==> config.mk <==
export PLATFORM = sky130hd
export DESIGN_NAME = keyed_record_list
export DESIGN_NICKNAME = d
export VERILOG_FILES = /design/src/rtl/krl_pkg.sv /design/src/rtl/krl_ram.sv /design/src/rtl/krl_ctrl.sv /design/src/rtl/keyed_record_list.sv
export VERILOG_INCLUDE_DIRS = /design/src /design/src/rtl
export SDC_FILE = /design/constraint.sdc
export NUM_CORES = 2
export LEC_CHECK = 0
export BUFFER_PORTS_ARGS = -buffer_cell sky130_fd_sc_hd__buf_2
export CELL_PAD_IN_SITES_DETAIL_PLACEMENT = 0
export CELL_PAD_IN_SITES_GLOBAL_PLACEMENT = 1
export CORE_ASPECT_RATIO = 1.5
export CORE_MARGIN = 2
export CORE_UTILIZATION = 35
export CTS_BUF_LIST = sky130_fd_sc_hd__clkbuf_8
export DETAILED_ROUTE_END_ITERATION = 12
export GPL_ROUTABILITY_DRIVEN = 0
export MAX_ROUTING_LAYER = met4
export PLACE_DENSITY_LB_ADDON = 0.2
export SYNTH_ARGS = -nofsm -noshare
export SYNTH_HDL_FRONTEND = slang
export SYNTH_SLANG_ARGS = --single-unit
==> constraint.sdc <==
create_clock -name clock -period 7.6 [get_ports clock]
set_clock_uncertainty 0.2 [all_clocks]
set_input_delay 1.52 -clock clock [delete_from_list [all_inputs] [get_ports clock]]
set_output_delay 1.52 -clock clock [all_outputs]
set_load 0.03 [all_outputs]
==> src/rtl/keyed_record_list_assert.svh <==
// Assertion helpers for the keyed record list.
`ifndef KEYED_RECORD_LIST_ASSERT_SVH
`define KEYED_RECORD_LIST_ASSERT_SVH

// Condition must hold in the same cycle.
`define KRL_ASSERT_NOW(name, pre, post) \
   name: assert property (@(posedge clock) disable iff (reset) (pre) |-> (post)) \
      else $error("keyed_record_list: check failed");

// Condition must hold in the following cycle.
`define KRL_ASSERT_NEXT(name, pre, post) \
   name: assert property (@(posedge clock) disable iff (reset) (pre) |=> (post)) \
      else $error("keyed_record_list: check failed");

`endif

==> src/rtl/krl_pkg.sv <==
package krl_pkg;

   localparam int DEPTH        = 64;
   localparam int AW           = $clog2(DEPTH);
   localparam int CW           = $clog2(DEPTH + 1);
   localparam int KEY_BITS     = 24;
   localparam int PAYLOAD_BITS = 32;
   localparam int REC_BITS     = KEY_BITS + PAYLOAD_BITS;

   localparam logic [3:0] OP_PUSH   = 4'd0;
   localparam logic [3:0] OP_POP    = 4'd1;
   localparam logic [3:0] OP_APPEND = 4'd2;
   localparam logic [3:0] OP_INSERT = 4'd3;
   localparam logic [3:0] OP_SEARCH = 4'd4;
   localparam logic [3:0] OP_DELETE = 4'd5;
   localparam logic [3:0] OP_ABSENT = 4'd6;
   localparam logic [3:0] OP_SORT   = 4'd7;
   localparam logic [3:0] OP_CLEAR  = 4'd8;

   localparam logic [1:0] STAT_OK       = 2'd0;
   localparam logic [1:0] STAT_NOTFOUND = 2'd1;
   localparam logic [1:0] STAT_FULL     = 2'd2;
   localparam logic [1:0] STAT_EMPTY    = 2'd3;

   typedef struct packed {
      logic [3:0]              opcode;
      logic [KEY_BITS-1:0]     key;
      logic [PAYLOAD_BITS-1:0] payload;
   } req_type;

   typedef struct packed {
      logic [1:0]              status;
      logic                    found;
      logic [KEY_BITS-1:0]     out_key;
      logic [PAYLOAD_BITS-1:0] out_payload;
      logic [CW-1:0]           position;
      logic [CW-1:0]           count;
   } rsp_type;

   typedef struct packed {
      logic    valid;
      rsp_type data;
   } res_type;

   typedef enum logic [3:0] {
      S_IDLE,
      S_SCAN,
      S_DECIDE,
      S_SHUP,
      S_SHDN,
      S_REV,
      S_BUB,
      S_BEND,
      S_DONE
   } state_type;

endpackage

==> src/rtl/krl_ram.sv <==
module krl_ram #(
   parameter int WIDTH = 8,
   parameter int DEPTH = 16
) (
   input  logic                     clock,
   input  logic                     wr_en,
   input  logic [$clog2(DEPTH)-1:0] wr_addr,
   input  logic [WIDTH-1:0]         wr_data,
   input  logic                     rd_en,
   input  logic [$clog2(DEPTH)-1:0] rd_addr,
   output logic [WIDTH-1:0]         rd_data
);

   logic [WIDTH-1:0] mem [DEPTH];

   always_ff @(posedge clock) begin
      if (wr_en) begin
         mem[wr_addr] <= wr_data;
      end
      if (rd_en) begin
         rd_data <= mem[rd_addr];
      end
   end

endmodule

==> src/rtl/krl_ctrl.sv <==
module krl_ctrl (
   input  logic                           clock,
   input  logic                           reset,
   input  logic                           start,
   input  krl_pkg::req_type               req,
   output logic                           idle,
   output krl_pkg::res_type               res,
   input  logic                           res_take,
   output logic                           wr_en,
   output logic [krl_pkg::AW-1:0]         wr_addr,
   output logic [krl_pkg::REC_BITS-1:0]   wr_data,
   output logic                           rd_en,
   output logic [krl_pkg::AW-1:0]         rd_addr,
   input  logic [krl_pkg::REC_BITS-1:0]   rd_data
);
   import krl_pkg::*;

   state_type state_ff, state_in;

   logic [3:0]              op_ff;
   logic [KEY_BITS-1:0]     key_ff;
   logic [PAYLOAD_BITS-1:0] pay_ff;
   logic [CW-1:0]           count_ff;
   logic [CW-1:0]           i_ff;
   logic                    pend_ff;
   logic [AW-1:0]           pend_addr_ff;
   logic                    hit_ff;
   logic [AW-1:0]           hit_idx_ff;
   logic [REC_BITS-1:0]     hit_rec_ff;
   logic                    slot_set_ff;
   logic [CW-1:0]           slot_ff;
   logic [REC_BITS-1:0]     rec0_ff;
   logic [1:0]              ph_ff;
   logic [REC_BITS-1:0]     hold_ff;
   logic [REC_BITS-1:0]     carry_ff;
   logic [CW-1:0]           pass_ff;
   logic [1:0]              st_ff;
   logic                    fnd_ff;
   logic [KEY_BITS-1:0]     okey_ff;
   logic [PAYLOAD_BITS-1:0] opay_ff;
   logic [CW-1:0]           pos_ff;

   logic [CW-1:0]       im1, im2, half, cm1, b_idx;
   logic                i_lt_cnt, full, empty, swap;
   logic [KEY_BITS-1:0] rd_key;

   logic [1:0]              d_status;
   logic                    d_found;
   logic [KEY_BITS-1:0]     d_key;
   logic [PAYLOAD_BITS-1:0] d_pay;
   logic [CW-1:0]           d_pos;
   state_type               d_next;

   assign im1      = i_ff - CW'(1);
   assign im2      = i_ff - CW'(2);
   assign cm1      = count_ff - CW'(1);
   assign half     = count_ff >> 1;
   assign b_idx    = cm1 - i_ff;
   assign i_lt_cnt = i_ff < count_ff;
   assign full     = count_ff == CW'(DEPTH);
   assign empty    = count_ff == '0;
   assign rd_key   = rd_data[REC_BITS-1 -: KEY_BITS];
   assign swap     = carry_ff[REC_BITS-1 -: KEY_BITS] > rd_key;

   // decision once the scan is complete
   always_comb begin
      d_status = STAT_OK;
      d_found  = 1'b0;
      d_key    = '0;
      d_pay    = '0;
      d_pos    = '0;
      d_next   = S_DONE;
      unique case (op_ff)
         OP_PUSH, OP_APPEND, OP_INSERT: begin
            d_found = hit_ff;
            if (full) begin
               d_status = STAT_FULL;
            end else begin
               d_next = S_SHUP;
               if (op_ff == OP_APPEND) begin
                  d_pos = count_ff;
               end else if (op_ff == OP_INSERT) begin
                  d_pos = slot_ff;
               end
            end
         end
         OP_POP: begin
            if (empty) begin
               d_status = STAT_EMPTY;
            end else begin
               d_key  = rec0_ff[REC_BITS-1 -: KEY_BITS];
               d_pay  = rec0_ff[PAYLOAD_BITS-1:0];
               d_next = S_SHDN;
            end
         end
         OP_SEARCH, OP_DELETE: begin
            d_found = hit_ff;
            if (!hit_ff) begin
               d_status = STAT_NOTFOUND;
            end else begin
               d_key = hit_rec_ff[REC_BITS-1 -: KEY_BITS];
               d_pay = hit_rec_ff[PAYLOAD_BITS-1:0];
               d_pos = CW'(hit_idx_ff);
               if (op_ff == OP_DELETE) begin
                  d_next = S_SHDN;
               end
            end
         end
         OP_ABSENT: begin
            d_found = hit_ff;
            if (hit_ff) begin
               d_key = hit_rec_ff[REC_BITS-1 -: KEY_BITS];
               d_pay = hit_rec_ff[PAYLOAD_BITS-1:0];
               d_pos = CW'(hit_idx_ff);
            end else if (full) begin
               d_status = STAT_FULL;
            end else begin
               d_pos  = slot_ff;
               d_next = S_SHUP;
            end
         end
         OP_SORT: begin
            if (count_ff >= CW'(2)) begin
               d_next = S_REV;
            end
         end
         default: begin
         end
      endcase
   end

   // next state
   always_comb begin
      state_in = state_ff;
      unique case (state_ff)
         S_IDLE:   if (start) state_in = S_SCAN;
         S_SCAN:   if (i_ff == count_ff) state_in = S_DECIDE;
         S_DECIDE: state_in = d_next;
         S_SHUP:   if (!pend_ff && i_ff == pos_ff) state_in = S_DONE;
         S_SHDN:   if (!pend_ff && !i_lt_cnt) state_in = S_DONE;
         S_REV:    if (ph_ff == 2'd3 && i_ff + CW'(1) == half) state_in = S_BUB;
         S_BUB:    if (i_ff == count_ff) state_in = S_BEND;
         S_BEND:   state_in = (pass_ff == CW'(1)) ? S_DONE : S_BUB;
         S_DONE:   if (res_take) state_in = S_IDLE;
         default:  state_in = S_IDLE;
      endcase
   end

   // memory port and result
   always_comb begin
      rd_en   = 1'b0;
      rd_addr = i_ff[AW-1:0];
      wr_en   = 1'b0;
      wr_addr = '0;
      wr_data = rd_data;
      unique case (state_ff)
         S_SCAN: rd_en = i_lt_cnt;
         S_SHUP: begin
            rd_en   = i_ff > pos_ff;
            rd_addr = im1[AW-1:0];
            if (pend_ff) begin
               wr_en   = 1'b1;
               wr_addr = AW'(pend_addr_ff + AW'(1));
            end else if (i_ff == pos_ff) begin
               wr_en   = 1'b1;
               wr_addr = pos_ff[AW-1:0];
               wr_data = {key_ff, pay_ff};
            end
         end
         S_SHDN: begin
            rd_en = i_lt_cnt;
            if (pend_ff) begin
               wr_en   = 1'b1;
               wr_addr = AW'(pend_addr_ff - AW'(1));
            end
         end
         S_REV: begin
            unique case (ph_ff)
               2'd0: rd_en = 1'b1;
               2'd1: begin
                  rd_en   = 1'b1;
                  rd_addr = b_idx[AW-1:0];
               end
               2'd2: begin
                  wr_en   = 1'b1;
                  wr_addr = i_ff[AW-1:0];
               end
               default: begin
                  wr_en   = 1'b1;
                  wr_addr = b_idx[AW-1:0];
                  wr_data = hold_ff;
               end
            endcase
         end
         S_BUB: begin
            rd_en = i_lt_cnt;
            if (i_ff >= CW'(2)) begin
               wr_en   = 1'b1;
               wr_addr = im2[AW-1:0];
               wr_data = swap ? rd_data : carry_ff;
            end
         end
         S_BEND: begin
            wr_en   = 1'b1;
            wr_addr = cm1[AW-1:0];
            wr_data = carry_ff;
         end
         default: begin
         end
      endcase
   end

   assign idle                   = state_ff == S_IDLE;
   assign res.valid              = state_ff == S_DONE;
   assign res.data.status        = st_ff;
   assign res.data.found         = fnd_ff;
   assign res.data.out_key       = okey_ff;
   assign res.data.out_payload   = opay_ff;
   assign res.data.position      = pos_ff;
   assign res.data.count         = count_ff;

   always_ff @(posedge clock) begin
      if (reset) begin
         state_ff <= S_IDLE;
      end else begin
         state_ff <= state_in;
      end
   end

   always_ff @(posedge clock) begin
      if (reset) begin
         count_ff <= '0;
      end else if (state_ff == S_DECIDE && op_ff == OP_CLEAR) begin
         count_ff <= '0;
      end else if (state_ff == S_SHUP && state_in == S_DONE) begin
         count_ff <= count_ff + CW'(1);
      end else if (state_ff == S_SHDN && state_in == S_DONE) begin
         count_ff <= cm1;
      end
   end

   always_ff @(posedge clock) begin
      unique case (state_ff)
         S_IDLE: begin
            op_ff       <= req.opcode;
            key_ff      <= req.key;
            pay_ff      <= req.payload;
            i_ff        <= '0;
            hit_ff      <= 1'b0;
            slot_set_ff <= 1'b0;
            slot_ff     <= count_ff;
         end
         S_SCAN: begin
            i_ff <= i_ff + CW'(1);
            if (i_ff != '0) begin
               if (im1 == '0) begin
                  rec0_ff <= rd_data;
               end
               if (!hit_ff && rd_key == key_ff) begin
                  hit_ff     <= 1'b1;
                  hit_idx_ff <= im1[AW-1:0];
                  hit_rec_ff <= rd_data;
               end
               if (!slot_set_ff && rd_key >= key_ff) begin
                  slot_set_ff <= 1'b1;
                  slot_ff     <= im1;
               end
            end
         end
         S_DECIDE: begin
            st_ff   <= d_status;
            fnd_ff  <= d_found;
            okey_ff <= d_key;
            opay_ff <= d_pay;
            pos_ff  <= d_pos;
            pend_ff <= 1'b0;
            ph_ff   <= 2'd0;
            pass_ff <= cm1;
            if (d_next == S_SHUP) begin
               i_ff <= count_ff;
            end else if (d_next == S_SHDN) begin
               i_ff <= d_pos + CW'(1);
            end else begin
               i_ff <= '0;
            end
         end
         S_SHUP: begin
            pend_ff      <= rd_en;
            pend_addr_ff <= im1[AW-1:0];
            if (rd_en) begin
               i_ff <= im1;
            end
         end
         S_SHDN: begin
            pend_ff      <= rd_en;
            pend_addr_ff <= i_ff[AW-1:0];
            if (rd_en) begin
               i_ff <= i_ff + CW'(1);
            end
         end
         S_REV: begin
            ph_ff <= ph_ff + 2'd1;
            if (ph_ff == 2'd1) begin
               hold_ff <= rd_data;
            end
            if (ph_ff == 2'd3) begin
               i_ff <= (i_ff + CW'(1) == half) ? '0 : i_ff + CW'(1);
            end
         end
         S_BUB: begin
            i_ff <= i_ff + CW'(1);
            if (i_ff == CW'(1) || (i_ff >= CW'(2) && !swap)) begin
               carry_ff <= rd_data;
            end
         end
         S_BEND: begin
            pass_ff <= pass_ff - CW'(1);
            i_ff    <= '0;
         end
         default: begin
         end
      endcase
   end

endmodule

==> src/rtl/keyed_record_list.sv <==
// A request is taken, the stored records are scanned and a decision is made; then,
// for a record added a shift up, for a pop or delete a shift down, for a sort a
// reversal and then bubble passes; the result then waits on any output stall.
// One request at a time: no new request is taken while one is in progress;
// req_stall stays high from the taking edge until the result has left the engine.
// Reset: record count cleared, list empty; the record memory is not cleared.
`include "keyed_record_list_assert.svh"
module keyed_record_list (
   input  logic             clock,
   input  logic             reset,
   input  logic             req_valid,
   output logic             req_stall,
   input  krl_pkg::req_type req_data,
   output logic             rsp_valid,
   input  logic             rsp_stall,
   output krl_pkg::rsp_type rsp_data
);
   import krl_pkg::*;

   res_type             res;
   logic                idle;
   logic                res_take;
   logic                wr_en, rd_en;
   logic [AW-1:0]       wr_addr, rd_addr;
   logic [REC_BITS-1:0] wr_data, rd_data;
   logic                rsp_valid_ff;
   rsp_type             rsp_data_ff;

   // One request is worked on at a time; stall stays up until the engine is idle again.
   assign req_stall = !idle;

   // The result moves into the output register when it is empty or being drained.
   assign res_take = res.valid && (!rsp_valid_ff || !rsp_stall);

   krl_ctrl u_ctrl (
      .clock    (clock),
      .reset    (reset),
      .start    (req_valid && idle),
      .req      (req_data),
      .idle     (idle),
      .res      (res),
      .res_take (res_take),
      .wr_en    (wr_en),
      .wr_addr  (wr_addr),
      .wr_data  (wr_data),
      .rd_en    (rd_en),
      .rd_addr  (rd_addr),
      .rd_data  (rd_data)
   );

   // Records stored front to back as {key, payload}.
   krl_ram #(
      .WIDTH (REC_BITS),
      .DEPTH (DEPTH)
   ) u_ram (
      .clock   (clock),
      .wr_en   (wr_en),
      .wr_addr (wr_addr),
      .wr_data (wr_data),
      .rd_en   (rd_en),
      .rd_addr (rd_addr),
      .rd_data (rd_data)
   );

   // Output register.
   always_ff @(posedge clock) begin
      if (reset) begin
         rsp_valid_ff <= 1'b0;
      end else if (res_take) begin
         rsp_valid_ff <= 1'b1;
      end else if (!rsp_stall) begin
         rsp_valid_ff <= 1'b0;
      end
   end

   always_ff @(posedge clock) begin
      if (res_take) begin
         rsp_data_ff <= res.data;
      end
   end

   assign rsp_valid = rsp_valid_ff;
   assign rsp_data  = rsp_data_ff;

   `KRL_ASSERT_NEXT(a_busy_after_accept, req_valid && !req_stall, req_stall)
   `KRL_ASSERT_NEXT(a_result_loaded, res.valid && !rsp_valid_ff, rsp_valid)
   `KRL_ASSERT_NOW(a_count_bound, rsp_valid, rsp_data.count <= CW'(DEPTH))
   `KRL_ASSERT_NOW(a_full_count, rsp_valid && rsp_data.status == STAT_FULL, rsp_data.count == CW'(DEPTH))

endmodule

==> results.txt <==
----------------------------------------------------
[Status]
  Result of the run ... finished, final reports clean

[Route]
  Via/cell ratio ... 5.91
  DR iter-0 viols ... 13000
  Post-DRT Antenna Nets ... 0
  Residual DRC count ... 0
  Total via count in the routed design ... 112000
  Length of the first detailed-routing pass in iterations ... 5
  Routed WL per cell ... 33.1 µm
  Total Wirelength ... 625000 µm

[Clock network]
  TritonCTS clock tree ... yes
  Cts-stage hold buffer count ... 0
  Clock sink count ... 4113
  Deepest clock path buffer count ... 4
  Maximum level of the CTS H-tree ... 6
  Root buffer cell ... sky130_fd_sc_hd__clkbuf_8
  Number of buffers created by CTS ... 619
  Post-cts sizing count ... 0
  Post-CTS setup buffer count ... 0
  Clock latency of the later-clocked register in the worst-skew pair ... 1160 ps
  Clock transition time at the flip-flop clock pins of the worst setup and hold paths ... 60 ps

[Yosys]
  Avg Cell Area, Syn ... 14.0 µm²
  Synthesized net count ... 12000
  Main flop type after synthesis ... sky130_fd_sc_hd__edfxtp_1
  Post-synthesis cell type with the largest combined area ... sky130_fd_sc_hd__edfxtp_1
  Synth async-reset ratio ... 0%
  Post-synthesis adder-cell area fraction ... 0.682%
  XOR/XNOR share of the synthesized area ... 0.285%
  Netlist area before placement ... 0.166 mm²
  Portion of netlist area occupied by mux cells ... 0.175%
  Warnings from Yosys ... 0
  Dominant cells by area after synthesis ... sky130_fd_sc_hd__edfxtp_1 74%, sky130_fd_sc_hd__nand2_1 6.3%, sky130_fd_sc_hd__nand3_1 2.7%, sky130_fd_sc_hd__a221oi_1 2.5%, sky130_fd_sc_hd__a311oi_1 2.3%
  Fraction of synthesized cell area taken by the top area cell type ... 74.1%
  Largest family of logic cells by synthesized area ... simple AND/OR/NAND/NOR gates
  Number of synthesized register bits ... 4113
  Number of unique standard cell types used by synthesis ... 90
  Sequential share of the synthesized area ... 74.2%
  Synthesized instance count ... 11900
  Synthesized-area fraction occupied by ao, oa, aoi and oai cells ... 9.90%
  Number of enable flip-flop cells after synthesis ... 4101
  Simple-gate portion of the synthesized area ... 11.9%

[Floorplanning]
  Chip Width ... 567 µm
  Initial Util ... 35.1%
  Core Rows ... 310
  Die height ... 848 µm
  Number of I/O pins ... 139
  Die Footprint ... 0.480 mm²
  Core ar. ... 0.474 mm²

[Global route]
  Met3 track demand over resource in global routing ... 3.38%
  First-pass GRT wire length ... 864000 µm
  Routing usage on met2 ... 43.5%
  Pin count of the biggest net entering global routing ... 183
  Vias in the first global route ... 108000
  GR peak layer ... met2
  Aggregate global routing overflow ... 0
  Global-route track usage on met1 ... 32.0%
  Number of antenna violations at the first check in global routing ... 21
  Overall track demand over capacity in global routing ... 26.0%

[Timing]
  Slew @ Worst Pin ... 1440 ps
  Final slew viol count ... 0
  Min Clock Period, post-route ... 6180 ps
  Ratio of final minimum period to clock period ... 81.3%
  Headroom to the max-slew limit ... 3.83%
  RSZ-0062 raised after global routing ... false
  Endpoints failing setup ... 0
  Final hold violation count ... 0
  Setup TNS Final ... 0 ps
  Achievable clock frequency ... 0.162 GHz
  Worst hold margin ... 211 ps

[Critical path]
  CP cell instances ... inv_1 -> ha_1 -> xor2_1 -> ha_1 -> o21a_1 -> o31a_1 -> a211oi_1 -> or3_4 -> buf_4 -> a311oi_1 -> a31o_2 -> a22oi_1 -> nand4_1
  Count of buffer and inverter cells on the critical path ... 2
  Most Frequent Cell on Critical Path ... sky130_fd_sc_hd__ha_1
  Required time of the worst setup path ... 8200 ps
  Largest stage delay on the critical path ... 870 ps
  Cell family with the largest share of critical-path delay ... compound AO/OA/AOI/OAI gates
  Crit-path max FO ... 48
  Setup Crit Path Kind ... flop to flop
  CP startpoint kind ... flop
  Crit path arrival time ... 6780 ps
  Critical path endpoint category ... flop
  Slowest library cell on the worst path ... sky130_fd_sc_hd__a22oi_1

[Run]
  Max-capacitance violation count ... 0

[Hold path]
  Kind of path behind the tightest hold check ... flop to flop

[Placement]
  Half-perimeter wire length after placement ... 334000 µm
  PortBufs ... 138

[Cells and area]
  Area added between synthesis and finish ... 13.2%
  Post-layout nets ... 12300
  Share of final-layout standard cells stronger than drive strength 1 ... 13.8%

[Pwr]
  Worst VDD drop ... 0.264 mV
  Pwr per Cell Area ... 348 mW/mm²
  Overall power of the completed layout ... 65400 µW
  Pleak ... 0.0631 µW

----------------------------------------------------
[worst register-to-register path, stage by stage, from the launching register on]
cell                       delay (ps)
sky130_fd_sc_hd__dfxtp_1          650
sky130_fd_sc_hd__inv_1            230
sky130_fd_sc_hd__ha_1             310
sky130_fd_sc_hd__xor2_1           340
sky130_fd_sc_hd__ha_1             360
sky130_fd_sc_hd__o21a_1           220
sky130_fd_sc_hd__o31a_1           140
sky130_fd_sc_hd__a211oi_1         480
sky130_fd_sc_hd__or3_4            790
sky130_fd_sc_hd__buf_4            700
sky130_fd_sc_hd__a311oi_1         140
sky130_fd_sc_hd__a31o_2           260
sky130_fd_sc_hd__a22oi_1          870
sky130_fd_sc_hd__nand4_1          170
[registers in the layout (all words and copies together) (netlist names), 7 cells and up]
name and count:
u_ram.mem 3584, rsp_data 73, u_ctrl.carry_ff 56, u_ctrl.hit_rec_ff 56
u_ctrl.hold_ff 56, u_ctrl.rec0_ff 56, u_ram.rd_data 56, u_ctrl.opay_ff 32
u_ctrl.pay_ff 32, u_ctrl.key_ff 24, u_ctrl.okey_ff 24, u_ctrl.count_ff 7
u_ctrl.i_ff 7, u_ctrl.pass_ff 7, u_ctrl.pos_ff 7, u_ctrl.slot_ff 7
[path summary, 6_finish.rpt]
check / from / endpoint / slack, ps / cells after the start
max: u_ctrl.count_ff[0] / u_ram.rd_data[31] / 1420 / 13
min reg2reg: u_ctrl.okey_ff[0] / rsp_data[46] / 210 / 0
min: u_ctrl.okey_ff[0] / rsp_data[46] / 210 / 0
max reg2reg: u_ctrl.count_ff[0] / u_ram.rd_data[31] / 1420 / 13
[power breakdown]
part           total (µW)  internal (µW)  switching [µW]
combinational       19300           5610           13700
sequential          29200          28300             881
clock               16900           8080            8840
[final cells by class]
cell class,instances,area (µm²)
Antenna cell,14,35.0
Clock buffer,637,8770
Clock inverter,453,2150
Fill cell,44300,286000
Inverter,130,489
Multi-Input combinational cell,6701,39600
Sequential cell,4113,123000
Tap cell,6240,7810
Timing Repair Buffer,621,5920
[cell usage in the layout (no fill, tap or decap), drive strengths merged, types with 55 or more instances in the layout]
| cell type | n |
|---|---|
| nand2 | 2799 |
| a221oi | 478 |
| a31oi | 187 |
| a31o | 278 |
| a21oi | 73 |
| o22a | 55 |
| a311oi | 441 |
| ha | 89 |
| edfxtp | 4101 |
| nor2 | 182 |
| nand3 | 907 |
| a2bb2oi | 59 |
| and3 | 467 |
| inv | 347 |
| a22o | 60 |
| buf | 621 |
| clkinv | 212 |
| clkbuf | 637 |
| nand4 | 73 |
| a22oi | 161 |
[cell usage after synthesis (all sizes together) (37+ instances only)]
cell type,n
a22o,60
inv,130
and3,467
a31oi,187
ha,89
nand3,907
buf,353
o21ai,42
clkbuf,579
xnor2,37
o221ai,39
edfxtp,4101
a311oi,441
a31o,278
nand2,2799
nor2,182
nand4,73
a2bb2oi,59
a21oi,73
o22a,55
a221oi,478
a22oi,161
[kinds of logic (layout without fill, tap and decap cells)]
group,count (synthesis),in the layout
muxes,29,29
buffers and inverters,1062,1841
adders and majority gates,90,90
DFF,4113,4113
AOI/OAI and AO/OA,2006,2006
other,0,14
xor gates and xnor gates,51,51
and+or+nand+nor,4525,4525
[metal layers]
metal | wire length (µm) | vias to the layer above
li1 | - | 46500
met1 | 244000 | 58600
met2 | 310000 | 5402
met3 | 44700 | 1231
met4 | 26000 | 0
met5 | 0 | -
[stage by stage]
| step | utilization (%) | std cells | area, µm² | setup slack [ps] |
|---|---|---|---|---|
| 6_report | 39.7 | 18900 | 188000 | 1420 |
| 5_1_grt | 39.7 | 18900 | 188000 | 1300 |
| 4_1_cts | 39.7 | 18900 | 188000 | 1480 |
| 3_5_place_dp | 37.4 | 17800 | 177000 | 1520 |
| 3_3_place_gp | 37.4 | 17800 | 177000 | 1550 |
| 2_1_floorplan | - | 11900 | 166000 | 1790 |
(Power assumes the default switching activity.)
